$ cat src/hdl/cws_pkg.sv
// shared types and constants for the contrast window stretch block
// used by cws_front, cws_queue, cws_back and contrast_window_stretch
`timescale 1ns / 1ps

package cws_pkg;

    localparam int PIX_W = 8;
    localparam int NUM_W = 2 * PIX_W;
    localparam int DIV_STEPS = PIX_W;
    localparam int STEP_CNT_W = $clog2(DIV_STEPS);

    localparam logic [PIX_W-1:0] PIX_MAX = 8'hFF;
    localparam logic [PIX_W-1:0] PIX_MIN = 8'h00;

    localparam logic KIND_GATHER = 1'b0;
    localparam logic KIND_APPLY = 1'b1;

    localparam logic MODE_MEASURED = 1'b0;
    localparam logic MODE_MANUAL = 1'b1;

    localparam int CFG_IDX_W = 2;
    localparam logic [CFG_IDX_W-1:0] REG_MODE = 2'd0;
    localparam logic [CFG_IDX_W-1:0] REG_MANUAL_LOW = 2'd1;
    localparam logic [CFG_IDX_W-1:0] REG_MANUAL_HIGH = 2'd2;

    // how the back end finishes an apply request
    typedef enum logic [1:0] {
        CLS_ZERO,
        CLS_FULL,
        CLS_DIV
    } cls_t;

    typedef struct packed {
        cls_t             cls;
        logic [NUM_W-1:0] num;
        logic [PIX_W-1:0] den;
    } job_t;

    typedef struct packed {
        logic             mode;
        logic [PIX_W-1:0] low;
        logic [PIX_W-1:0] high;
    } cfg_t;

    typedef enum logic [1:0] {
        BK_IDLE,
        BK_DIV,
        BK_OUT
    } back_state_t;

endpackage

$ cat src/hdl/cws_front.sv
// front end: accepts requests, tracks the gathered range, classifies apply requests
// depends on cws_pkg
`timescale 1ns / 1ps

module cws_front
(
    input  logic                            clk,
    input  logic                            rst_n,
    input  cws_pkg::cfg_t                   cfg,
    input  logic                            in_valid,
    output logic                            in_stall,
    input  logic                            kind,
    input  logic                            frame_start,
    input  logic [cws_pkg::PIX_W-1:0]       pixel_in,
    output logic                            push,
    output cws_pkg::job_t                   job,
    input  logic                            q_full
);

    logic [cws_pkg::PIX_W-1:0] min_reg;
    logic [cws_pkg::PIX_W-1:0] min_next;
    logic [cws_pkg::PIX_W-1:0] max_reg;
    logic [cws_pkg::PIX_W-1:0] max_next;
    logic                      any_reg;
    logic                      any_next;

    logic                      accept;
    logic [cws_pkg::PIX_W-1:0] base_min;
    logic [cws_pkg::PIX_W-1:0] base_max;
    logic                      base_any;
    logic [cws_pkg::PIX_W-1:0] lo;
    logic [cws_pkg::PIX_W-1:0] hi;
    logic [cws_pkg::PIX_W-1:0] diff;

    assign in_stall = q_full;
    assign accept = in_valid & ~q_full;
    assign push = accept & (kind == cws_pkg::KIND_APPLY);

    // range tracking
    always_comb
    begin
        base_min = frame_start ? cws_pkg::PIX_MAX : min_reg;
        base_max = frame_start ? cws_pkg::PIX_MIN : max_reg;
        base_any = frame_start ? 1'b0 : any_reg;
        min_next = min_reg;
        max_next = max_reg;
        any_next = any_reg;
        if (accept && kind == cws_pkg::KIND_GATHER)
        begin
            min_next = (pixel_in != cws_pkg::PIX_MAX && pixel_in < base_min) ?
                       pixel_in : base_min;
            max_next = (!base_any || pixel_in > base_max) ? pixel_in : base_max;
            any_next = 1'b1;
        end
    end

    always_ff @(posedge clk or negedge rst_n)
    begin
        if (!rst_n)
        begin
            min_reg <= cws_pkg::PIX_MAX;
            max_reg <= cws_pkg::PIX_MIN;
            any_reg <= 1'b0;
        end
        else
        begin
            min_reg <= min_next;
            max_reg <= max_next;
            any_reg <= any_next;
        end
    end

    // window selection and classification
    always_comb
    begin
        if (cfg.mode == cws_pkg::MODE_MANUAL)
        begin
            lo = cfg.low;
            hi = cfg.high;
        end
        else
        begin
            lo = (min_reg == cws_pkg::PIX_MAX) ? cws_pkg::PIX_MIN : min_reg;
            hi = any_reg ? max_reg : cws_pkg::PIX_MAX;
        end

        diff = pixel_in - lo;
        // (p - lo) * 255 as a shift and subtract
        job.num = {diff, {cws_pkg::PIX_W{1'b0}}} - {{cws_pkg::PIX_W{1'b0}}, diff};
        job.den = hi - lo;

        if (pixel_in < lo)
            job.cls = cws_pkg::CLS_ZERO;
        else if (pixel_in > hi)
            job.cls = cws_pkg::CLS_FULL;
        else if (hi <= lo)
            job.cls = cws_pkg::CLS_ZERO;
        else
            job.cls = cws_pkg::CLS_DIV;
    end

endmodule

$ cat src/hdl/cws_queue.sv
// short queue of classified apply requests between front and back ends
// depends on cws_pkg
`timescale 1ns / 1ps

module cws_queue
#(
    parameter int DEPTH = 2
)
(
    input  logic          clk,
    input  logic          rst_n,
    input  logic          push,
    input  cws_pkg::job_t wr_job,
    output logic          full,
    input  logic          pop,
    output logic          q_valid,
    output cws_pkg::job_t rd_job
);

    localparam int PTR_W = (DEPTH > 1) ? $clog2(DEPTH) : 1;
    localparam int CNT_W = $clog2(DEPTH + 1);

    cws_pkg::job_t slots [DEPTH];

    logic [PTR_W-1:0] wr_ptr_reg;
    logic [PTR_W-1:0] wr_ptr_next;
    logic [PTR_W-1:0] rd_ptr_reg;
    logic [PTR_W-1:0] rd_ptr_next;
    logic [CNT_W-1:0] cnt_reg;
    logic [CNT_W-1:0] cnt_next;
    logic             do_push;
    logic             do_pop;

    assign full = (cnt_reg == CNT_W'(DEPTH));
    assign q_valid = (cnt_reg != '0);
    assign rd_job = slots[rd_ptr_reg];
    assign do_push = push & ~full;
    assign do_pop = pop & q_valid;

    always_comb
    begin
        wr_ptr_next = wr_ptr_reg;
        rd_ptr_next = rd_ptr_reg;
        cnt_next = cnt_reg;
        if (do_push)
            wr_ptr_next = (wr_ptr_reg == PTR_W'(DEPTH - 1)) ? '0 : wr_ptr_reg + 1'b1;
        if (do_pop)
            rd_ptr_next = (rd_ptr_reg == PTR_W'(DEPTH - 1)) ? '0 : rd_ptr_reg + 1'b1;
        if (do_push && !do_pop)
            cnt_next = cnt_reg + 1'b1;
        else if (do_pop && !do_push)
            cnt_next = cnt_reg - 1'b1;
    end

    always_ff @(posedge clk or negedge rst_n)
    begin
        if (!rst_n)
        begin
            wr_ptr_reg <= '0;
            rd_ptr_reg <= '0;
            cnt_reg <= '0;
        end
        else
        begin
            wr_ptr_reg <= wr_ptr_next;
            rd_ptr_reg <= rd_ptr_next;
            cnt_reg <= cnt_next;
        end
    end

    always_ff @(posedge clk)
    begin
        if (do_push)
            slots[wr_ptr_reg] <= wr_job;
    end

endmodule

$ cat src/hdl/cws_back.sv
// back end: one quotient bit per cycle restoring divider and output register
// depends on cws_pkg
`timescale 1ns / 1ps

module cws_back
(
    input  logic                      clk,
    input  logic                      rst_n,
    input  logic                      q_valid,
    input  cws_pkg::job_t             rd_job,
    output logic                      pop,
    output logic                      out_valid,
    input  logic                      out_stall,
    output logic [cws_pkg::PIX_W-1:0] pixel_out
);

    cws_pkg::back_state_t state_reg;
    cws_pkg::back_state_t state_next;

    logic [cws_pkg::PIX_W-1:0]      part_reg;
    logic [cws_pkg::PIX_W-1:0]      part_next;
    logic [cws_pkg::PIX_W-1:0]      shift_reg;
    logic [cws_pkg::PIX_W-1:0]      shift_next;
    logic [cws_pkg::PIX_W-1:0]      den_reg;
    logic [cws_pkg::PIX_W-1:0]      den_next;
    logic [cws_pkg::STEP_CNT_W-1:0] cnt_reg;
    logic [cws_pkg::STEP_CNT_W-1:0] cnt_next;

    logic [cws_pkg::PIX_W:0]        trial;
    logic [cws_pkg::PIX_W:0]        diff;
    logic                           ge;
    logic                           last_step;

    assign last_step = (cnt_reg == cws_pkg::STEP_CNT_W'(cws_pkg::DIV_STEPS - 1));

    // next state
    always_comb
    begin
        state_next = state_reg;
        case (state_reg)
            cws_pkg::BK_IDLE:
            begin
                if (q_valid)
                    state_next = (rd_job.cls == cws_pkg::CLS_DIV) ?
                                 cws_pkg::BK_DIV : cws_pkg::BK_OUT;
            end
            cws_pkg::BK_DIV:
            begin
                if (last_step)
                    state_next = cws_pkg::BK_OUT;
            end
            cws_pkg::BK_OUT:
            begin
                if (!out_stall)
                    state_next = cws_pkg::BK_IDLE;
            end
            default:
                state_next = cws_pkg::BK_IDLE;
        endcase
    end

    // outputs
    always_comb
    begin
        pop = 1'b0;
        out_valid = 1'b0;
        case (state_reg)
            cws_pkg::BK_IDLE: pop = q_valid;
            cws_pkg::BK_OUT:  out_valid = 1'b1;
            default:
            begin
                pop = 1'b0;
                out_valid = 1'b0;
            end
        endcase
    end

    assign pixel_out = shift_reg;

    // datapath: partial remainder in part_reg, dividend bits shift out of
    // shift_reg while quotient bits shift in
    always_comb
    begin
        trial = {part_reg, shift_reg[cws_pkg::PIX_W-1]};
        diff = trial - {1'b0, den_reg};
        ge = (trial >= {1'b0, den_reg});
        part_next = part_reg;
        shift_next = shift_reg;
        den_next = den_reg;
        cnt_next = cnt_reg;
        if (state_reg == cws_pkg::BK_IDLE && q_valid)
        begin
            den_next = rd_job.den;
            cnt_next = '0;
            part_next = rd_job.num[cws_pkg::NUM_W-1:cws_pkg::PIX_W];
            case (rd_job.cls)
                cws_pkg::CLS_DIV:  shift_next = rd_job.num[cws_pkg::PIX_W-1:0];
                cws_pkg::CLS_FULL: shift_next = cws_pkg::PIX_MAX;
                default:           shift_next = cws_pkg::PIX_MIN;
            endcase
        end
        else if (state_reg == cws_pkg::BK_DIV)
        begin
            // quotient stays below 256, so the remainder fits in 8 bits
            part_next = ge ? diff[cws_pkg::PIX_W-1:0] : trial[cws_pkg::PIX_W-1:0];
            shift_next = {shift_reg[cws_pkg::PIX_W-2:0], ge};
            cnt_next = cnt_reg + 1'b1;
        end
    end

    always_ff @(posedge clk or negedge rst_n)
    begin
        if (!rst_n)
        begin
            state_reg <= cws_pkg::BK_IDLE;
            cnt_reg <= '0;
        end
        else
        begin
            state_reg <= state_next;
            cnt_reg <= cnt_next;
        end
    end

    always_ff @(posedge clk)
    begin
        part_reg <= part_next;
        shift_reg <= shift_next;
        den_reg <= den_next;
    end

endmodule

$ cat src/hdl/contrast_window_stretch.sv
// top level of the contrast window stretch block: configuration registers,
// front end, request queue and divider back end
// depends on cws_pkg, cws_front, cws_queue, cws_back
`timescale 1ns / 1ps

// usage
// - input channel (in_valid / in_stall): kind 0 gathers pixel_in into the
//   measured range (frame_start clears it first), kind 1 asks for a stretched
//   pixel. gather requests give no result.
// - output channel (out_valid / out_stall): one pixel_out per apply request,
//   in order.
// - config channel (cfg_valid / cfg_ready, always ready): index 0 mode,
//   1 manual low, 2 manual high; index 3 is ignored. write only while idle.
// - a gather request is taken whenever in_stall is low. an apply request is
//   classified combinationally in the front end and queued when taken; the
//   back end pops it, then goes to the output state for a clamped pixel, or
//   runs 8 steps of the bit-serial divider first for an in-window pixel. the
//   output state holds while out_stall is high, and the back end pops the
//   next request only after the last result has left the output register.
// - a stalled result holds in the output register; the queue keeps taking
//   requests until it is full, then in_stall rises.
// - reset: mode measured, window 0..255, measured range empty, queue empty.

module contrast_window_stretch
#(
    parameter int QUEUE_DEPTH = 2
)
(
    input  logic       clk,
    input  logic       rst_n,
    input  logic       cfg_valid,
    output logic       cfg_ready,
    input  logic [1:0] cfg_index,
    input  logic [7:0] cfg_data,
    input  logic       in_valid,
    output logic       in_stall,
    input  logic       kind,
    input  logic       frame_start,
    input  logic [7:0] pixel_in,
    output logic       out_valid,
    input  logic       out_stall,
    output logic [7:0] pixel_out
);

    cws_pkg::cfg_t cfg_reg;
    cws_pkg::cfg_t cfg_next;
    cws_pkg::job_t wr_job;
    cws_pkg::job_t rd_job;
    logic          push;
    logic          q_full;
    logic          q_valid;
    logic          pop;

    assign cfg_ready = 1'b1;

    always_comb
    begin
        cfg_next = cfg_reg;
        if (cfg_valid)
        begin
            case (cfg_index)
                cws_pkg::REG_MODE:        cfg_next.mode = cfg_data[0];
                cws_pkg::REG_MANUAL_LOW:  cfg_next.low = cfg_data;
                cws_pkg::REG_MANUAL_HIGH: cfg_next.high = cfg_data;
                default:                  cfg_next = cfg_reg;
            endcase
        end
    end

    always_ff @(posedge clk or negedge rst_n)
    begin
        if (!rst_n)
        begin
            cfg_reg.mode <= cws_pkg::MODE_MEASURED;
            cfg_reg.low <= cws_pkg::PIX_MIN;
            cfg_reg.high <= cws_pkg::PIX_MAX;
        end
        else
        begin
            cfg_reg <= cfg_next;
        end
    end

    cws_front u_front
    (
        .clk         (clk),
        .rst_n       (rst_n),
        .cfg         (cfg_reg),
        .in_valid    (in_valid),
        .in_stall    (in_stall),
        .kind        (kind),
        .frame_start (frame_start),
        .pixel_in    (pixel_in),
        .push        (push),
        .job         (wr_job),
        .q_full      (q_full)
    );

    cws_queue
    #(
        .DEPTH (QUEUE_DEPTH)
    )
    u_queue
    (
        .clk     (clk),
        .rst_n   (rst_n),
        .push    (push),
        .wr_job  (wr_job),
        .full    (q_full),
        .pop     (pop),
        .q_valid (q_valid),
        .rd_job  (rd_job)
    );

    cws_back u_back
    (
        .clk       (clk),
        .rst_n     (rst_n),
        .q_valid   (q_valid),
        .rd_job    (rd_job),
        .pop       (pop),
        .out_valid (out_valid),
        .out_stall (out_stall),
        .pixel_out (pixel_out)
    );

endmodule
$ cat config.mk
export PLATFORM = sky130hd
export DESIGN_NAME = contrast_window_stretch
export DESIGN_NICKNAME = d
export VERILOG_FILES = /design/src/hdl/cws_pkg.sv /design/src/hdl/cws_front.sv /design/src/hdl/cws_queue.sv /design/src/hdl/cws_back.sv /design/src/hdl/contrast_window_stretch.sv
export SDC_FILE = /design/constraint.sdc
export NUM_CORES = 1
export LEC_CHECK = 0
export BUFFER_PORTS_ARGS = -buffer_cell sky130_fd_sc_hd__buf_2
export CAP_MARGIN = 40
export CORE_MARGIN = 4
export CORE_UTILIZATION = 25
export CTS_CLUSTER_DIAMETER = 100
export CTS_CLUSTER_SIZE = 14
export DETAILED_ROUTE_END_ITERATION = 8
export GPL_TIMING_DRIVEN = 0
export MAX_ROUTING_LAYER = met4
export PLACE_DENSITY_LB_ADDON = 0.25
export SYNTH_ARGS = -nofsm -noshare
export SYNTH_HDL_FRONTEND = slang
export SYNTH_SLANG_ARGS = --single-unit
$ cat constraint.sdc
create_clock -name clk -period 4.9 [get_ports clk]
set_input_delay 0 -clock clk [delete_from_list [all_inputs] [get_ports clk]]
set_output_delay 0 -clock clk [all_outputs]
set_load 0.02 [all_outputs]
# [Yosys cells after proc, flatten, opt, wreduce, memory -nomap -nowiden]
# Memory sizes are Yosys's and may differ from the RTL's.
# Index checks and enable logic that the tools add are counted.
[totals] ff_bits=67 mem_count=1 wordCells=100 ram_bits=52 out_inout_bits=11
[op_classes] order_cmp=6 add_sub_neg=9 n_mux=33 n_eq_ne=13 reduce_logical=18 bitwise_logic=6
[memory_table] memory="u_queue.slots" words=2 word_bits=26 read_ports=1 rd_clocked_by_memory_dff=0 write_ports=1 line="cws_queue.sv:23" source="cws_pkg::job_t slots [DEPTH];"
[ops] op="8-bit two-way mux" n=13
[ops] op="8-bit subtractor" n=3
[ops] op="2-bit two-way mux" n=9
[ops] op="8-bit > comparator" n=2
[ops] op="8-bit less-than comparator" n=2
[ops] op="8-bit case mux with 2 select lines" n=1
[ops] op="16-bit by 8-bit subtractor with 16-bit output" n=1
[ops] op="9-bit by 8-bit >= comparator with 1-bit output" n=1
[ops] op="2-bit == test, second input constant" n=4
[ops] op="8-bit == test, second input constant" n=1
[ops] op="8-bit less-or-equal comparator" n=1
[ops] op="8-bit inequality test, second input constant" n=1
[ops] op="1-bit two-way mux" n=7
[ops] op="2-bit by 1-bit == test with 1-bit output, second input constant" n=3
[ops] op="3-bit two-way mux" n=2
[ops] op="2-bit case mux with 3 select lines" n=1
[ops] op="2-bit AND reduction" n=3
[ops] op="2-bit nonzero test" n=3
[ops] op="1-bit logical AND" n=5
[ops] op="1-bit AND" n=4
[ops] op="2-bit logical NOT" n=2
[ops] op="2-bit by 1-bit inequality test with 1-bit output, second input constant" n=2
[ops] op="3-bit by 1-bit adder with 3-bit output, second input constant" n=1
[ops] op="3-bit == test, second input constant" n=1
[ops] op="8 further kinds" n=12

# [Depth between registers and ports, before layout]
[logic_depth] depth_word=9 mapped_depth=14

# [By module]
# From an unflattened synthesis, not the netlist that was laid out.
[unflattened] hier_cells=600 area_unflattened_um2=7224.4
[by_module_without_submodules] module="cws_front" instances=1 area_each_um2=2646.3 seq_area_each_um2=435.4 cells_each=302
[by_module_without_submodules] module="cws_queue" instances=1 area_each_um2=2177.1 seq_area_each_um2=1661.6 cells_each=100
[by_module_without_submodules] module="cws_back" instances=1 area_each_um2=1715.4 seq_area_each_um2=845.8 cells_each=159
[by_module_without_submodules] module="contrast_window_stretch" instances=1 area_each_um2=685.7 seq_area_each_um2=435.4 cells_each=39

# [Worst setup path after synthesis]
# Ideal clock, no wire load.
[synth_timing] path_type="register to register" startpoint="register u_front.min_reg[6] in the netlist's numbering" endpoint="memory u_queue.slots[0][22] in the netlist's numbering, data pin" stages_incl_launch_ff=13 period_less_slack_ns=3.794 setup_ns=0.174 path_buffers=0 t_arrival_ns=3.620 path_slack_ns=1.106 cell_sequence="dfstp_2 -> nand4_2 -> nor4_1 -> nor2_1 -> a22oi_1 -> ha_1 -> a21o_1 -> maj3_2 -> maj3_1 -> a2111oi_0 -> nor4_2 -> and2_1 -> o31ai_2"
[synth_rtl] element="from (decl)" line="cws_front.sv:20" source="logic [cws_pkg::PIX_W-1:0] min_reg;"
[synth_rtl] element="from (signal assigned)" line="cws_front.sv:61" source="min_reg <= cws_pkg::PIX_MAX;"
[synth_rtl] element="from (signal assigned)" line="cws_front.sv:67" source="min_reg <= min_next;"
[synth_rtl] element="to (decl)" line="cws_queue.sv:23"

==> run summary <==
status = finished clean
post-route core utilization = 0.305
Post-Place Worst Slack = 0.508 ns
Final Critical Period = 4.38 ns
Max Slew Vio Count = 0
io pins = 36
Residual DRC = 0
leak pwr = 3.39 nW
vias in the first global route = 5135
reg-to-reg slack, setup = 0.52 ns
Reg clk slew, reported paths = 0.06 ns
Initial Util = 0.253
Antenna Violating Nets Remaining = 0
GRT overflow = 0
maximum VDD drop = 0.253 mV
largest buffer count on any clock path = 2
Final #Nets = 771
Mapped Area = 7030 sq um
Crit Reg-Reg Startpoint = u_front.min_reg[6]$_DFFE_PN1P_
Fin Setup TNS = 0 ns
internal power = 3.71 mW
RePlAce Congestion = 0.790
Routed wire per std cell = 16.1 um
grt peak-use layer = met2
die area = 30800 sq um
#FFs+latches synth = 119
drt first pass iters = 4
final wirelength = 17500 um
asr flop ratio synth = 0.361
Period Utilization, post-route = 0.895
Die Y = 176 um
GRT Total Usage = 0.120
CP max FO = 6
worst hold path class = input pin to asynchronous set/reset pin
Sequential Power Share = 0.317
core area = 27800 sq um
Gate Count Post-Synth = 622
Non-Filler Instances = 1085
Clock Sinks = 119
GR Layer Usage met2 = 0.188
CTS tree = yes
Seq/Total Area, Yosys = 0.481
max-cap check violation count = 0
TritonCTS Buffers = 17
Area Overhead vs Synth = 20.7%
combinational power share = 0.473
total of warnings raised by yosys = 0
placed cells = 1038
Setup WS post-layout = 0.516 ns
Worst R2R End = u_queue.slots[1][22]$_DFFE_PP_
HPWL after detailed placement = 13000 um
Fill cells = 2897
pin count of the biggest net entering global routing = 31
# Post-CTS Setup Buffers = 0
count of unique library cells instantiated by Yosys = 73
final hold violation count = 0
Clk Latency, worst-skew pair = 0.42 ns
predominant post-synthesis flop cell = edfxtp_1
worst reg-to-reg path cell count = 12
share of cells above drive strength 1 = 0.215
clock power share = 0.209
CTS Root Cell = clkbuf_16
Worst Max-Slew Pin Slew = 0.861 ns
total power per unit cell area = 724 nW/um^2
RSZ-0062 raised after global routing = false
Site Rows = 61
PortBufs = 34
ANT cells = 0
Final setup viols = 0
wire length of the first global-routing pass = 28600 um
met3 usage = 0.0224
Starting DRT DRC Count = 321
H-tree depth = 4
CP required = 5.11 ns
Mean Syn Cell Area = 11.3 sq um
via count = 4931
post-synthesis net count = 699
Crit. End Element = flip-flop
Fin Clk Skew = 0.0144 ns
maximum operating frequency = 0.228 GHz
switching pwr = 2.43 mW
Post-synth EDFFs = 76
crit path launch type = flip-flop
GR Util met1 = 0.163
Vias/cell = 4.54
max reg flops = 52
Chip Width = 176 um
Final Hold Slack = 0.0235 ns
Rel. slew slack = 0.426
Critical Path AT = 4.59 ns
initial antenna violation count = 0
worst setup path category = flip-flop to flip-flop
sw frac = 0.396
-- kinds of logic (layout without fill, tap and decap cells) --
| group | Yosys count | in the layout | share of synthesized area |
|---|---|---|---|
| AOI/OAI and AO/OA | 149 | 149 | 0.151 |
| xor gates and xnor gates | 27 | 27 | 0.0356 |
| adders and majority gates | 58 | 58 | 0.105 |
| buffers and inverters | 67 | 152 | 0.0370 |
| DFF | 119 | 119 | 0.481 |
| muxes | 49 | 49 | 0.0784 |
| other | 1 | 1 | 0.000534 |
| and+or+nand+nor | 152 | 152 | 0.111 |
-- Yosys cell counts (2+ instances only) --
cell type / count / area (sq um)
nand2b_1: 7 / 43.8
o21bai_1: 3 / 22.5
or3_1: 7 / 43.8
nor2_1: 42 / 158
o21ai_2: 2 / 17.5
nand3b_1: 2 / 15.0
maj3_2: 3 / 33.8
nand3_1: 18 / 90.1
o221ai_1: 2 / 17.5
xnor2_1: 19 / 166
buf_1: 3 / 11.3
a31oi_1: 8 / 50.1
nand4_1: 10 / 62.6
a21boi_0: 3 / 22.5
nor3_1: 3 / 15.0
o21a_1: 12 / 90.1
nor4_1: 2 / 12.5
buf_2: 4 / 20.0
a22o_1: 5 / 43.8
mux2i_1: 4 / 40.0
or2_2: 4 / 25.0
a2111oi_0: 3 / 26.3
inv_1: 42 / 158
fa_1: 3 / 60.1
clkbuf_1: 16 / 60.1
nand2_1: 28 / 105
nor3b_1: 2 / 15.0
o21ai_0: 22 / 110
dfstp_2: 16 / 420
maj3_1: 3 / 30.0
a311oi_1: 6 / 52.6
xor2_1: 7 / 61.3
a211o_1: 5 / 43.8
o211ai_1: 2 / 15.0
nor2b_1: 15 / 93.8
edfxtp_1: 76 / 2280
a21oi_1: 27 / 135
mux2_2: 44 / 495
a211oi_1: 12 / 90.1
a22oi_1: 3 / 22.5
o22a_1: 7 / 61.3
dfrtp_1: 27 / 676
ha_1: 49 / 613
and2_1: 4 / 25.0
a21o_1: 12 / 90.1
-- layout make-up --
type                            instances  area (sq um)  share of cell area
Buffer                                 24          98.8              0.0117
Timing Repair Buffer                   53           370              0.0437
Sequential cell                       119          3380               0.398
Clock buffer                           18           429              0.0506
Tap cell                              378           473              0.0558
Clock inverter                         14           174              0.0205
Multi-Input combinational cell        436          3390               0.400
Inverter                               43           161              0.0190
-- layer usage --
layer / share of wire / vias up / routed length (um)
met5: 0 / - / 0
met4: 0.0092 / 0 / 160
met3: 0.034 / 16 / 586
met2: 0.46 / 75 / 8100
met1: 0.49 / 2372 / 8620
li1: - / 2468 / -
-- worst max-delay path by stage --
| stage | startpoint | to | slack [ns] | cells after the start |
|---|---|---|---|---|
| floorplan | u_front.min_reg[6]$_DFFE_PN1P_ | u_queue.slots[0][22]$_DFFE_PP_ | 1.11 | 12 |
| global placement | u_front.min_reg[6]$_DFFE_PN1P_ | u_queue.slots[1][18]$_DFFE_PP_ | 0.57 | 13 |
| detailed placement | u_front.min_reg[6]$_DFFE_PN1P_ | u_queue.slots[0][15]$_DFFE_PP_ | 0.51 | 12 |
| CTS | u_front.min_reg[6]$_DFFE_PN1P_ | u_queue.slots[0][15]$_DFFE_PP_ | 0.52 | 12 |
| global route | u_front.min_reg[6]$_DFFE_PN1P_ | u_queue.slots[1][18]$_DFFE_PP_ | 0.12 | 13 |
| finish | u_front.min_reg[6]$_DFFE_PN1P_ | u_queue.slots[1][22]$_DFFE_PP_ | 0.52 | 12 |
-- metrics by stage --
step                      total power [mW]  instance area [sq um]
after floorplan                       4.06                   7030
after global placement                4.82                   7670
after detailed placement              4.87                   7730
after CTS                             6.19                   8480
after global routing                  6.63                   8480
final                                 6.14                   8480
-- power groups by stage --
stage          logic [mW]  clock network, mW  registers [mW]
6_report             2.91               1.29            1.95
5_1_grt              3.27               1.35            2.00
4_1_cts              2.93               1.31            1.95
3_5_place_dp         2.90                  0            1.97
3_3_place_gp         2.86                  0            1.96
2_1_floorplan        2.13                  0            1.92
-- placed cells by master (no fill, tap or decap), types with 4 or more instances in the layout --
cell / synthesis / final
edfxtp_1: 76 / 76
ha_1: 49 / 49
mux2_2: 44 / 44
inv_1: 42 / 42
nor2_1: 42 / 41
buf_2: 4 / 38
nand2_1: 28 / 28
a21oi_1: 27 / 27
dfrtp_1: 27 / 27
o21ai_0: 22 / 22
xnor2_1: 19 / 19
nand3_1: 18 / 18
clkbuf_1: 16 / 17
clkbuf_16: 0 / 17
dfstp_2: 16 / 16
nor2b_1: 15 / 15
dlygate4sd3_1: 0 / 15
a21o_1: 12 / 12
o21a_1: 12 / 12
a211oi_1: 12 / 12
nand4_1: 10 / 10
a31oi_1: 8 / 8
nand2b_1: 7 / 7
o22a_1: 7 / 7
xor2_1: 7 / 7
or3_1: 7 / 7
a311oi_1: 6 / 6
a211o_1: 5 / 5
a22o_1: 5 / 5
mux2i_1: 4 / 4
and2_1: 4 / 4
or2_2: 4 / 4
-- critical path: stages, from the launching register on --
cell       delay (ns)
dfstp_2          0.61
nand4_2          0.21
nor4_1           0.38
nor2_1           0.15
a22oi_1          0.44
ha_1             0.33
a21o_1           0.16
maj3_2           0.34
maj3_1           0.38
a2111oi_0        0.55
nor4_2           0.17
and2_1           0.18
o31ai_2          0.29
-- what timing repair did --
item / in CTS / in global routing
hold buffers: 15 / 0
resized for setup: 0 / 0
endpoints found under the hold margin: 55 / 0
No activity file was read; power rests on OpenSTA's default activity.
